==> config.mk <==
export PLATFORM = sky130hd
export DESIGN_NAME = midi_voice_allocator_core
export DESIGN_NICKNAME = d
export VERILOG_FILES = /design/src/rtl/core/mva_pkg.sv /design/src/rtl/core/mva_voice_table.sv /design/src/rtl/core/mva_voice_scan.sv /design/src/rtl/core/midi_voice_allocator_core.sv
export SDC_FILE = /design/constraint.sdc
export NUM_CORES = 2
export LEC_CHECK = 0
export BUFFER_PORTS_ARGS = -buffer_cell sky130_fd_sc_hd__buf_4
export CAP_MARGIN = 10
export CORE_UTILIZATION = 40
export DETAILED_ROUTE_END_ITERATION = 10
export PLACE_DENSITY = 0.53
export SLEW_MARGIN = 15
export SYNTH_ARGS = -nofsm -noshare
export SYNTH_HDL_FRONTEND = slang
export SYNTH_SLANG_ARGS = --single-unit
==> constraint.sdc <==
create_clock -name clk -period 7 [get_ports clk]
set_clock_uncertainty 0.2 [all_clocks]
set_input_delay 1.05 -clock clk [delete_from_list [all_inputs] [get_ports clk]]
set_output_delay 1.05 -clock clk [all_outputs]
set_load 0.1 [all_outputs]
==> src/rtl/core/mva_pkg.sv <==
// Shared types and constants for the MIDI voice allocator.
// Depends on nothing; every module of the block imports it.
`timescale 1ns / 1ps

package mva_pkg;

  // Sizing of the voice pool and the channel range.
  localparam int VOICES   = 16;
  localparam int CHANNELS = 16;

  localparam int IDX_W    = (VOICES > 1) ? $clog2(VOICES) : 1;
  localparam int CNT_W    = $clog2(VOICES + 1);
  localparam int CH_IDX_W = (CHANNELS > 1) ? $clog2(CHANNELS) : 1;

  localparam int CHAN_W   = 5;
  localparam int KEY_W    = 7;
  localparam int NOTE_W   = 8;
  localparam int VEL_W    = 15;
  localparam int PITCH_W  = 16;
  localparam int AGE_W    = 32;
  localparam int SLOT_W   = 5;
  localparam int IN_W     = 32;
  localparam int OUT_W    = 56;

  localparam logic [IDX_W-1:0]  LAST_IDX   = IDX_W'(VOICES - 1);
  localparam logic [CHAN_W-1:0] CHAN_MAX   = CHAN_W'(CHANNELS);
  localparam logic [CHAN_W-1:0] CHAN_MIN   = CHAN_W'(1);
  localparam logic [NOTE_W-1:0] NOTE_NONE  = '1;
  localparam logic [SLOT_W-1:0] SLOT_NONE  = '1;
  localparam logic [AGE_W-1:0]  AGE_MAX    = '1;
  localparam logic [AGE_W-1:0]  AGE_FIRST  = AGE_W'(1);

  // Event codes carried in the operation field.
  typedef enum logic [1:0] {
    OP_NOTE_ON  = 2'd0,
    OP_NOTE_OFF = 2'd1,
    OP_PITCH    = 2'd2,
    OP_CLEAR    = 2'd3
  } op_t;

  // Sequencer states of the top level.
  typedef enum logic [1:0] {
    ST_IDLE,
    ST_SCAN,
    ST_COMMIT
  } st_t;

  // One voice entry as stored in the voice table.
  typedef struct packed {
    logic              busy;
    logic [CHAN_W-1:0] chan;
    logic [KEY_W-1:0]  key;
    logic [AGE_W-1:0]  age;
  } voice_t;

  // Write request into the voice table.
  typedef struct packed {
    logic             en;
    logic [IDX_W-1:0] idx;
    voice_t           ent;
  } voice_wr_t;

  // Outcome of one pass over the voice table.
  typedef struct packed {
    logic             done;
    logic             match_hit;
    logic [IDX_W-1:0] match_idx;
    logic             free_hit;
    logic [IDX_W-1:0] free_idx;
    logic [IDX_W-1:0] old_idx;
  } scan_res_t;

endpackage

==> src/rtl/core/mva_voice_table.sv <==
// Voice table: per-voice channel, key and age in a memory with a registered
// read port, busy flags and the active-voice count in flip-flops.
// Depends on mva_pkg.
`timescale 1ns / 1ps

module mva_voice_table
  import mva_pkg::*;
(
  input  logic             clk,
  input  logic             rst_n,
  input  logic             clr,
  input  logic             rd_en,
  input  logic [IDX_W-1:0] rd_addr,
  output voice_t           rd_data,
  input  voice_wr_t        wr,
  output logic [CNT_W-1:0] act_cnt
);

  logic [CHAN_W-1:0] chan_mem [VOICES];
  logic [KEY_W-1:0]  key_mem  [VOICES];
  logic [AGE_W-1:0]  age_mem  [VOICES];

  logic [VOICES-1:0] busy_r, busy_nxt;
  logic [CNT_W-1:0]  cnt_r, cnt_nxt;
  voice_t            rd_data_r;

  // Busy flags and the running count of busy voices.
  always_comb begin
    busy_nxt = busy_r;
    cnt_nxt  = cnt_r;
    if (clr) begin
      busy_nxt = '0;
      cnt_nxt  = '0;
    end else if (wr.en) begin
      busy_nxt[wr.idx] = wr.ent.busy;
      if (wr.ent.busy && !busy_r[wr.idx]) begin
        cnt_nxt = cnt_r + CNT_W'(1);
      end else if (!wr.ent.busy && busy_r[wr.idx]) begin
        cnt_nxt = cnt_r - CNT_W'(1);
      end
    end
  end

  always_ff @(posedge clk) begin
    if (!rst_n) begin
      busy_r <= '0;
      cnt_r  <= '0;
    end else begin
      busy_r <= busy_nxt;
      cnt_r  <= cnt_nxt;
    end
  end

  // Entry storage: one write port.
  always_ff @(posedge clk) begin
    if (wr.en) begin
      chan_mem[wr.idx] <= wr.ent.chan;
      key_mem[wr.idx]  <= wr.ent.key;
      age_mem[wr.idx]  <= wr.ent.age;
    end
  end

  // Registered read port used by the scanner.
  always_ff @(posedge clk) begin
    if (rd_en) begin
      rd_data_r.busy <= busy_r[rd_addr];
      rd_data_r.chan <= chan_mem[rd_addr];
      rd_data_r.key  <= key_mem[rd_addr];
      rd_data_r.age  <= age_mem[rd_addr];
    end
  end

  assign rd_data = rd_data_r;
  assign act_cnt = cnt_r;

endmodule

==> src/rtl/core/mva_voice_scan.sv <==
// Voice scanner: walks the voice table one entry per cycle through a single
// compare unit, finding the matching, the first free and the oldest voice.
// Depends on mva_pkg.
`timescale 1ns / 1ps

module mva_voice_scan
  import mva_pkg::*;
(
  input  logic              clk,
  input  logic              rst_n,
  input  logic              start,
  input  logic [CHAN_W-1:0] ch,
  input  logic [KEY_W-1:0]  key,
  output logic              rd_en,
  output logic [IDX_W-1:0]  rd_addr,
  input  voice_t            rd_data,
  output scan_res_t         res
);

  logic             run_r, run_nxt;
  logic             chk_r, chk_nxt;
  logic             done_r, done_nxt;
  logic [IDX_W-1:0] addr_r, addr_nxt;
  logic [IDX_W-1:0] chk_idx_r;

  logic             match_hit_r, match_hit_nxt;
  logic [IDX_W-1:0] match_idx_r, match_idx_nxt;
  logic             free_hit_r, free_hit_nxt;
  logic [IDX_W-1:0] free_idx_r, free_idx_nxt;
  logic [IDX_W-1:0] old_idx_r, old_idx_nxt;
  logic [AGE_W-1:0] old_age_r, old_age_nxt;

  logic is_match;
  logic is_older;

  // Address sequencer: issues one table read per cycle.
  always_comb begin
    run_nxt  = run_r;
    addr_nxt = addr_r;
    if (start) begin
      run_nxt  = 1'b1;
      addr_nxt = '0;
    end else if (run_r) begin
      if (addr_r == LAST_IDX) begin
        run_nxt = 1'b0;
      end else begin
        addr_nxt = addr_r + IDX_W'(1);
      end
    end
    chk_nxt  = run_r && !start;
    done_nxt = chk_r && (chk_idx_r == LAST_IDX);
  end

  // Shared compare unit: key match and strict age compare on the entry read.
  assign is_match = rd_data.busy && (rd_data.chan == ch) && (rd_data.key == key);
  assign is_older = rd_data.age < old_age_r;

  always_comb begin
    match_hit_nxt = match_hit_r;
    match_idx_nxt = match_idx_r;
    free_hit_nxt  = free_hit_r;
    free_idx_nxt  = free_idx_r;
    old_idx_nxt   = old_idx_r;
    old_age_nxt   = old_age_r;
    if (start) begin
      match_hit_nxt = 1'b0;
      free_hit_nxt  = 1'b0;
    end else if (chk_r) begin
      if (is_match && !match_hit_r) begin
        match_hit_nxt = 1'b1;
        match_idx_nxt = chk_idx_r;
      end
      if (!rd_data.busy && !free_hit_r) begin
        free_hit_nxt = 1'b1;
        free_idx_nxt = chk_idx_r;
      end
      // Ties keep the lower index since the compare is strict.
      if ((chk_idx_r == '0) || is_older) begin
        old_idx_nxt = chk_idx_r;
        old_age_nxt = rd_data.age;
      end
    end
  end

  always_ff @(posedge clk) begin
    if (!rst_n) begin
      run_r  <= 1'b0;
      chk_r  <= 1'b0;
      done_r <= 1'b0;
    end else begin
      run_r  <= run_nxt;
      chk_r  <= chk_nxt;
      done_r <= done_nxt;
    end
  end

  always_ff @(posedge clk) begin
    addr_r      <= addr_nxt;
    chk_idx_r   <= addr_r;
    match_hit_r <= match_hit_nxt;
    match_idx_r <= match_idx_nxt;
    free_hit_r  <= free_hit_nxt;
    free_idx_r  <= free_idx_nxt;
    old_idx_r   <= old_idx_nxt;
    old_age_r   <= old_age_nxt;
  end

  assign rd_en   = run_r;
  assign rd_addr = addr_r;

  assign res.done      = done_r;
  assign res.match_hit = match_hit_r;
  assign res.match_idx = match_idx_r;
  assign res.free_hit  = free_hit_r;
  assign res.free_idx  = free_idx_r;
  assign res.old_idx   = old_idx_r;

endmodule

==> src/rtl/core/midi_voice_allocator_core.sv <==
// MIDI voice allocator. A note-on or note-off request is answered after the voice
// scanner has read every table entry, one per cycle; pitch-wheel and clear go
// straight to commit. One request is in work at a time: a new one is taken only
// in the idle state, after the last has committed, so the next is taken while a
// result waits; a commit waits while an earlier result is unaccepted.
// Synchronous active-low reset; clear returns the voice pool, the pitch-wheel
// values and the note state to their reset values.
// Depends on mva_pkg, mva_voice_table and mva_voice_scan.
`timescale 1ns / 1ps

module midi_voice_allocator_core
  import mva_pkg::*;
(
  input  logic             clk,
  input  logic             rst_n,
  input  logic             in_tvalid,
  output logic             in_tready,
  // [1:0] operation, [6:2] channel, [13:7] note, [29:14] amount, [31:30] zero
  input  logic [IN_W-1:0]  in_tdata,
  output logic             out_tvalid,
  input  logic             out_tready,
  // [0] gate, [5:1] channel_now, [13:6] note_now, [28:14] velocity_now,
  // [44:29] pitch_now, [49:45] active_voices, [54:50] voice_slot, [55] zero
  output logic [OUT_W-1:0] out_tdata
);

  st_t st_r, st_nxt;

  // Request fields held for the duration of the work.
  op_t                 op_r;
  logic [CHAN_W-1:0]   ch_r;
  logic [KEY_W-1:0]    key_r;
  logic [VEL_W-1:0]    vel_r;
  logic signed [PITCH_W-1:0] amt_r;

  logic [CHAN_W-1:0]   in_ch_raw, in_ch;
  logic signed [PITCH_W-1:0] in_amt;
  logic [VEL_W-1:0]    in_vel;
  logic                accept;
  logic                commit;
  logic                scan_start;

  // Note state, which is also the output register.
  logic                      gate_r, gate_nxt;
  logic [CHAN_W-1:0]         cur_ch_r, cur_ch_nxt;
  logic [NOTE_W-1:0]         cur_note_r, cur_note_nxt;
  logic [VEL_W-1:0]          cur_vel_r, cur_vel_nxt;
  logic signed [PITCH_W-1:0] cur_pitch_r, cur_pitch_nxt;
  logic [SLOT_W-1:0]         slot_r, slot_nxt;
  logic                      out_valid_r, out_valid_nxt;
  logic [AGE_W-1:0]          order_r, order_nxt;

  logic signed [PITCH_W-1:0] pitch_r [CHANNELS];
  logic [CH_IDX_W-1:0]       pitch_idx;
  logic signed [PITCH_W-1:0] ch_pitch;
  logic [CHAN_W-1:0]         ch_m1;

  logic             tbl_rd_en;
  logic [IDX_W-1:0] tbl_rd_addr;
  voice_t           tbl_rd_data;
  voice_wr_t        tbl_wr;
  logic             tbl_clr;
  logic [CNT_W-1:0] act_cnt;
  scan_res_t        scan_res;
  logic [IDX_W-1:0] on_idx;

  // Input decode: clamp channel and velocity.
  assign in_ch_raw = in_tdata[6:2];
  assign in_amt    = in_tdata[29:14];
  assign in_ch     = (in_ch_raw < CHAN_MIN) ? CHAN_MIN :
                     (in_ch_raw > CHAN_MAX) ? CHAN_MAX : in_ch_raw;
  assign in_vel    = in_amt[PITCH_W-1] ? '0 : in_amt[VEL_W-1:0];

  assign in_tready  = (st_r == ST_IDLE);
  assign accept     = in_tvalid && in_tready;
  assign scan_start = accept && ((op_t'(in_tdata[1:0]) == OP_NOTE_ON) ||
                                 (op_t'(in_tdata[1:0]) == OP_NOTE_OFF));
  assign commit     = (st_r == ST_COMMIT) && (!out_valid_r || out_tready);

  always_ff @(posedge clk) begin
    if (accept) begin
      op_r  <= op_t'(in_tdata[1:0]);
      ch_r  <= in_ch;
      key_r <= in_tdata[13:7];
      vel_r <= in_vel;
      amt_r <= in_amt;
    end
  end

  // Sequencer: idle, scan the voice table, commit the result.
  always_comb begin
    st_nxt = st_r;
    unique case (st_r)
      ST_IDLE: begin
        if (accept) begin
          st_nxt = scan_start ? ST_SCAN : ST_COMMIT;
        end
      end
      ST_SCAN: begin
        if (scan_res.done) begin
          st_nxt = ST_COMMIT;
        end
      end
      ST_COMMIT: begin
        if (commit) begin
          st_nxt = ST_IDLE;
        end
      end
      default: st_nxt = ST_IDLE;
    endcase
  end

  always_ff @(posedge clk) begin
    if (!rst_n) begin
      st_r <= ST_IDLE;
    end else begin
      st_r <= st_nxt;
    end
  end

  // Per-channel pitch-wheel lookup for the held channel.
  assign ch_m1     = ch_r - CHAN_W'(1);
  assign pitch_idx = ch_m1[CH_IDX_W-1:0];
  assign ch_pitch  = pitch_r[pitch_idx];

  // Voice chosen by a note-on: match, else lowest free, else oldest.
  assign on_idx = scan_res.match_hit ? scan_res.match_idx :
                  scan_res.free_hit  ? scan_res.free_idx  : scan_res.old_idx;

  // Commit: table write, note state and output register updates.
  always_comb begin
    gate_nxt      = gate_r;
    cur_ch_nxt    = cur_ch_r;
    cur_note_nxt  = cur_note_r;
    cur_vel_nxt   = cur_vel_r;
    cur_pitch_nxt = cur_pitch_r;
    slot_nxt      = slot_r;
    order_nxt     = order_r;
    out_valid_nxt = out_valid_r && !out_tready;
    tbl_clr       = 1'b0;
    tbl_wr.en     = 1'b0;
    tbl_wr.idx    = on_idx;
    tbl_wr.ent    = '{busy: 1'b1, chan: ch_r, key: key_r, age: order_r};
    if (commit) begin
      out_valid_nxt = 1'b1;
      slot_nxt      = SLOT_NONE;
      unique case (op_r)
        OP_NOTE_ON: begin
          tbl_wr.en     = 1'b1;
          slot_nxt      = SLOT_W'(on_idx);
          order_nxt     = (order_r == AGE_MAX) ? order_r : order_r + AGE_W'(1);
          gate_nxt      = 1'b1;
          cur_ch_nxt    = ch_r;
          cur_note_nxt  = {1'b0, key_r};
          cur_vel_nxt   = vel_r;
          cur_pitch_nxt = ch_pitch;
        end
        OP_NOTE_OFF: begin
          tbl_wr.en  = scan_res.match_hit;
          tbl_wr.idx = scan_res.match_idx;
          tbl_wr.ent = '{busy: 1'b0, chan: ch_r, key: key_r, age: '0};
          if (scan_res.match_hit) begin
            slot_nxt = SLOT_W'(scan_res.match_idx);
          end
          if (gate_r && (cur_ch_r == ch_r) && (cur_note_r == {1'b0, key_r})) begin
            gate_nxt      = 1'b0;
            cur_vel_nxt   = '0;
            cur_pitch_nxt = ch_pitch;
          end
        end
        OP_PITCH: begin
          cur_pitch_nxt = amt_r;
        end
        OP_CLEAR: begin
          tbl_clr       = 1'b1;
          order_nxt     = AGE_FIRST;
          gate_nxt      = 1'b0;
          cur_ch_nxt    = CHAN_MIN;
          cur_note_nxt  = NOTE_NONE;
          cur_vel_nxt   = '0;
          cur_pitch_nxt = '0;
        end
        default: out_valid_nxt = 1'b1;
      endcase
    end
  end

  always_ff @(posedge clk) begin
    if (!rst_n) begin
      gate_r      <= 1'b0;
      cur_ch_r    <= CHAN_MIN;
      cur_note_r  <= NOTE_NONE;
      cur_vel_r   <= '0;
      cur_pitch_r <= '0;
      slot_r      <= SLOT_NONE;
      out_valid_r <= 1'b0;
      order_r     <= AGE_FIRST;
    end else begin
      gate_r      <= gate_nxt;
      cur_ch_r    <= cur_ch_nxt;
      cur_note_r  <= cur_note_nxt;
      cur_vel_r   <= cur_vel_nxt;
      cur_pitch_r <= cur_pitch_nxt;
      slot_r      <= slot_nxt;
      out_valid_r <= out_valid_nxt;
      order_r     <= order_nxt;
    end
  end

  // Pitch-wheel values per channel, cleared by reset and by a clear request.
  always_ff @(posedge clk) begin
    if (!rst_n || (commit && (op_r == OP_CLEAR))) begin
      for (int i = 0; i < CHANNELS; i++) begin
        pitch_r[i] <= '0;
      end
    end else if (commit && (op_r == OP_PITCH)) begin
      pitch_r[pitch_idx] <= amt_r;
    end
  end

  mva_voice_table u_table (
    .clk     (clk),
    .rst_n   (rst_n),
    .clr     (tbl_clr),
    .rd_en   (tbl_rd_en),
    .rd_addr (tbl_rd_addr),
    .rd_data (tbl_rd_data),
    .wr      (tbl_wr),
    .act_cnt (act_cnt)
  );

  mva_voice_scan u_scan (
    .clk     (clk),
    .rst_n   (rst_n),
    .start   (scan_start),
    .ch      (ch_r),
    .key     (key_r),
    .rd_en   (tbl_rd_en),
    .rd_addr (tbl_rd_addr),
    .rd_data (tbl_rd_data),
    .res     (scan_res)
  );

  // Result packing; the active count changes only at commit.
  assign out_tvalid = out_valid_r;
  assign out_tdata  = {1'b0, slot_r, SLOT_W'(act_cnt), cur_pitch_r, cur_vel_r,
                       cur_note_r, cur_ch_r, gate_r};

  // A result appears only out of the commit state.
  assert property (@(posedge clk) disable iff (!rst_n)
    $rose(out_valid_r) |-> $past(st_r == ST_COMMIT))
    else $error("result raised outside commit");

  // The pool never reports more busy voices than it has.
  assert property (@(posedge clk) disable iff (!rst_n)
    act_cnt <= CNT_W'(VOICES))
    else $error("active voice count exceeds pool size");

  // A held gate always names a real note.
  assert property (@(posedge clk) disable iff (!rst_n)
    gate_r |-> (cur_note_r != NOTE_NONE))
    else $error("gate high without a note");

  // A clear empties the voice pool at once.
  assert property (@(posedge clk) disable iff (!rst_n)
    (commit && (op_r == OP_CLEAR)) |=> (act_cnt == '0) && !gate_r)
    else $error("clear left voices active");

  // A scan is only started from idle, never while a request is in work.
  assert property (@(posedge clk) disable iff (!rst_n)
    scan_start |-> (st_r == ST_IDLE))
    else $error("scan started while busy");

endmodule

==> metrics.md <==
| Metric | Value |
|---|---|
| Result of the run | completed |
| Global-route wire length before repair | 182 mm |
| Number of flops mapped to enable cells by yosys | 1094 |
| Area growth syn-to-layout | 14.7% |
| Antenna Cells | 0 |
| Commonest non-fill, non-tap cells in the layout | 1094 x sky130_fd_sc_hd__edfxtp_1, 291 x sky130_fd_sc_hd__and2_1, 289 x sky130_fd_sc_hd__mux4_2, 154 x sky130_fd_sc_hd__buf_4, 141 x sky130_fd_sc_hd__clkbuf_16 |
| Number of buffers created by CTS | 134 |
| Vias in the first global route | 26900 |
| Worst slew margin relative to its limit | 17.3% |
| R2R cell count | 18 |
| Cell breakdown of the critical path | inv_1, ha_1, buf_4, inv_1, o311ai_1, o21ai_0, a211oi_1, a211o_1, and4_1, ha_1, inv_1, fa_1, a21o_1, a21oi_1, xnor2_1, nor3_1, xnor2_1, nor2_1 |
| Die height | 353 um |
| Post-synthesis instance area | 49300 um2 |
| Area enclosed by the die boundary | 125000 um2 |
| Placeable core area | 122000 um2 |
| Drc violations | 0 |
| Nets in the synthesized netlist | 2861 |
| Most used cell along the critical path | sky130_fd_sc_hd__inv_1 |
| Final #Nets | 2994 |
| Worst Setup End Kind | flop |
| Total I/O pin count | 94 |
| Synth Warn # | 0 |
| Ratio of total power to cell area | 309 nW/um2 |
| Post-synthesis cell type with the largest combined area | sky130_fd_sc_hd__edfxtp_1 |
| Type of the tightest min-delay check | reg2reg |
| Peak clock frequency supported by timing | 210 MHz |
| Startpoint of the lowest-slack register-to-register path | op_r[1] |
| Register clock-pin slew on the reported worst setup and hold paths | 0.06 ns |
| Share of synthesized registers carrying an async set or reset | 0% |
| CP max FO | 26 |
| Final-layout fill cell count | 10400 |
| Via count | 25500 |
| Setup violators final | 0 |
| End of the worst register-to-register path | u_table.act_cnt[4] |
| Transition time of the tightest slew-check pin | 1.24 ns |
| GR Overflow Total | 0 |
| Distinct cell type count of the synthesized netlist | 68 |
| Pin count of the biggest net entering global routing | 109 |
| Internal cell power | 0.0133 W |
| Synth Instances | 2777 |
| Post-detail-place hpwl | 70.9 mm |
| Max-slew violation count | 0 |
| Clock latency at the later pin of the worst-skew pair | 0.74 ns |
| Req. time, crit path | 7.40 ns |
| Number of antenna violations at the first check in global routing | 2 |
| Via count normalized by instance count | 5.48 |
| Count of hold-fix buffers inserted at cts | 0 |
| Number of hold violations in the final report | 0 |
| Startpoint type of the worst setup path | flop |
| Register-to-register setup slack | 2.23 ns |
| Number of antenna-violating nets in the routed design | 0 |
| CTS tree | done |
| Port Buffers | 90 |
| Last weighted congestion value of the routability-driven placer | 0.840 |
| Part of the power in combinational logic | 13.0% |
| Initial standard-cell utilization of the core | 40.4% |
| Proportion of synthesized chip area in sequential cells | 71.5% |
| TritonCTS Sinks | 1213 |
| Flip-flop and latch count after synthesis | 1213 |
| Total track usage | 20.0% |
| H-Tree Depth | 4 |
| Setup tns final | 0 ns |
| Placement row count | 128 |
| Most common library cell in the layout ignoring fill and taps | sky130_fd_sc_hd__edfxtp_1 |
| Fraction of power consumed by the clock network | 39.7% |
| Number of buffers on the longest clock path | 3 |
| Delay of the slowest critical-path stage | 0.66 ns |
| Share of layout cells above drive strength 1 | 23.4% |
| Worst hold path stage count | 0 |
| Type of the worst setup path | reg2reg |
| Wire per inst | 26.6 um |
| Number of max-cap violations | 0 |
| Leakage | 18.4 nW |
| Psw | 0.00418 W |
| Drt total wl | 124 mm |
| Cell at the slowest stage of the critical path | sky130_fd_sc_hd__o311ai_1 |
| Portion of total power attributed to sequential cells | 47.4% |
| First-pass iteration count of the detailed router | 7 |
| Multi-input gate area in the final layout | 13400 um2 |
| Number of DRC violations after detailed-routing iteration 0 | 2072 |
| Fraction of post-synthesis cell area in the top cell type by area | 66.7% |
| Terminating pin of the worst hold path | u_scan.old_age_r[23] |
| Leading post-synthesis cells by cell area | sky130_fd_sc_hd__edfxtp_1 67%, sky130_fd_sc_hd__mux4_2 13%, sky130_fd_sc_hd__dfxtp_1 4.8% |
| Clock period minus worst slack | 4.77 ns |
| Origin of the worst min-delay path | u_table.rd_data[23] |
| Reg area | 35300 um2 |
| Critical path data arrival time | 5.16 ns |
| Net Sw Frac | 24.0% |
| Setup repair after global routing missed its margin | false |
| Final cycle utilization of the critical path | 68.1% |
| Most used flip-flop cell after synthesis | sky130_fd_sc_hd__edfxtp_1 |
| Root Buffer | sky130_fd_sc_hd__clkbuf_16 |
| IR Drop Worst-Case VDD | 373 uV |
| Hold slack | 0.259 ns |
| Die X | 353 um |
| Post-CTS Repair Setup Buffers | 0 |
| Mapped Avg Cell Area | 17.7 um2 |
| Count of cells resized by post-cts repair | 0 |
-- cells by family after synthesis --
group                      share of synthesized area [%]
muxes                                               13.5
DFF                                                 71.5
AOI/OAI and AO/OA                                   2.76
and+or+nand+nor                                     8.15
buffers and inverters                               1.65
other                                            0.00761
xor gates and xnor gates                            1.17
adders and majority gates                           1.25
-- how the worst max path moves through the flow --
stage | depth (start not counted) | slack, ns | end | startpoint
2_1_floorplan | 6 | 1.04 | u_table.busy_r[15] | out_tready
3_3_place_gp | 16 | 1.81 | u_table.act_cnt[4] | out_tready
3_5_place_dp | 16 | 1.86 | u_table.act_cnt[4] | out_tready
4_1_cts | 18 | 2.31 | u_table.act_cnt[4] | op_r[1]
5_1_grt | 18 | 1.82 | u_table.act_cnt[4] | op_r[1]
6_report | 18 | 2.23 | u_table.act_cnt[4] | op_r[1]
-- critical path, delay by kind of cell, from the launching register on --
kind | cells | cell delay [ns]
DFF | 1 | 0.45
xor gates and xnor gates | 2 | 0.26
buffers and inverters | 4 | 0.71
adders and majority gates | 3 | 0.76
AOI/OAI and AO/OA | 6 | 1.78
and+or+nand+nor | 3 | 0.47
-- power groups by stage --
stage / Combinational [W] / Sequential (W) / Clock, W
floorplan: 0.00170 / 0.00834 / 0
global placement: 0.00229 / 0.00840 / 0
detailed placement: 0.00231 / 0.00841 / 0
CTS: 0.00232 / 0.00826 / 0.00707
global route: 0.00243 / 0.00828 / 0.00736
finish: 0.00226 / 0.00826 / 0.00692
-- per-layer routing --
metal / track usage, % / share of wire, % / wire [um]
met1: 26.5 / 42 / 52300
met2: 33.7 / 50 / 61500
met3: 3.96 / 5.7 / 7090
met4: 5.59 / 2.2 / 2700
met5: 0 / 0.0089 / 11
-- flip-flops by register name, summed over array words and instances (netlist names), 5 cells and up --
register / cells
order_r: 32
u_table.chan_mem: 80
u_table.busy_r: 16
cur_ch_r: 5
vel_r: 15
ch_r: 5
key_r: 7
u_table.act_cnt: 5
amt_r: 16
cur_pitch_r: 16
slot_r: 5
cur_vel_r: 15
u_table.key_mem: 112
u_table.rd_data: 45
u_table.age_mem: 512
cur_note_r: 8
pitch_r: 256
u_scan.old_age_r: 32
-- Yosys cell counts (3+ instances only) --
cell / instances
sky130_fd_sc_hd__nand3b_1: 5
sky130_fd_sc_hd__edfxtp_1: 1094
sky130_fd_sc_hd__nand4_1: 23
sky130_fd_sc_hd__ha_1: 47
sky130_fd_sc_hd__and3_1: 8
sky130_fd_sc_hd__inv_1: 44
sky130_fd_sc_hd__o22ai_1: 5
sky130_fd_sc_hd__and4_1: 6
sky130_fd_sc_hd__mux2i_1: 11
sky130_fd_sc_hd__o41ai_1: 3
sky130_fd_sc_hd__a311oi_1: 10
sky130_fd_sc_hd__nor4b_1: 4
sky130_fd_sc_hd__a22oi_1: 16
sky130_fd_sc_hd__nor2_1: 108
sky130_fd_sc_hd__nand3_1: 58
sky130_fd_sc_hd__a21boi_0: 4
sky130_fd_sc_hd__or3_1: 8
sky130_fd_sc_hd__xnor2_1: 47
sky130_fd_sc_hd__nand2_1: 111
sky130_fd_sc_hd__and2_1: 294
sky130_fd_sc_hd__a21o_1: 15
sky130_fd_sc_hd__o21a_1: 3
sky130_fd_sc_hd__a211o_1: 5
sky130_fd_sc_hd__buf_1: 24
sky130_fd_sc_hd__clkbuf_1: 118
sky130_fd_sc_hd__mux4_2: 289
sky130_fd_sc_hd__nor3b_1: 7
sky130_fd_sc_hd__xor2_1: 17
sky130_fd_sc_hd__nor2b_1: 46
sky130_fd_sc_hd__a21oi_1: 39
sky130_fd_sc_hd__nor3_1: 29
sky130_fd_sc_hd__a32oi_1: 20
sky130_fd_sc_hd__nand2b_1: 9
sky130_fd_sc_hd__o21ai_0: 54
sky130_fd_sc_hd__dfxtp_1: 119
sky130_fd_sc_hd__a211oi_1: 8
sky130_fd_sc_hd__buf_2: 18
sky130_fd_sc_hd__nor4_1: 14
-- final cells by class --
cell class,instances,share of cell area [%]
Clock inverter,56,0.930
Multi-Input combinational cell,1357,23.8
Timing Repair Buffer,160,2.26
Tap cell,1625,3.60
Sequential cell,1213,62.4
Clock buffer,188,6.76
Inverter,44,0.292
-- per-stage QoR --
step	setup slack, ns	std cells	power [W]	cell area, um2	util [%]
after floorplan	1.04	2777	0.0100	49300	-
after global placement	1.81	4398	0.0107	52100	42.7
after detailed placement	1.86	4398	0.0107	52100	42.7
after CTS	2.31	4642	0.0176	56500	46.3
after global routing	1.82	4643	0.0181	56500	46.3
final	2.23	4643	0.0174	56500	46.3
(Power assumes the default switching activity.)
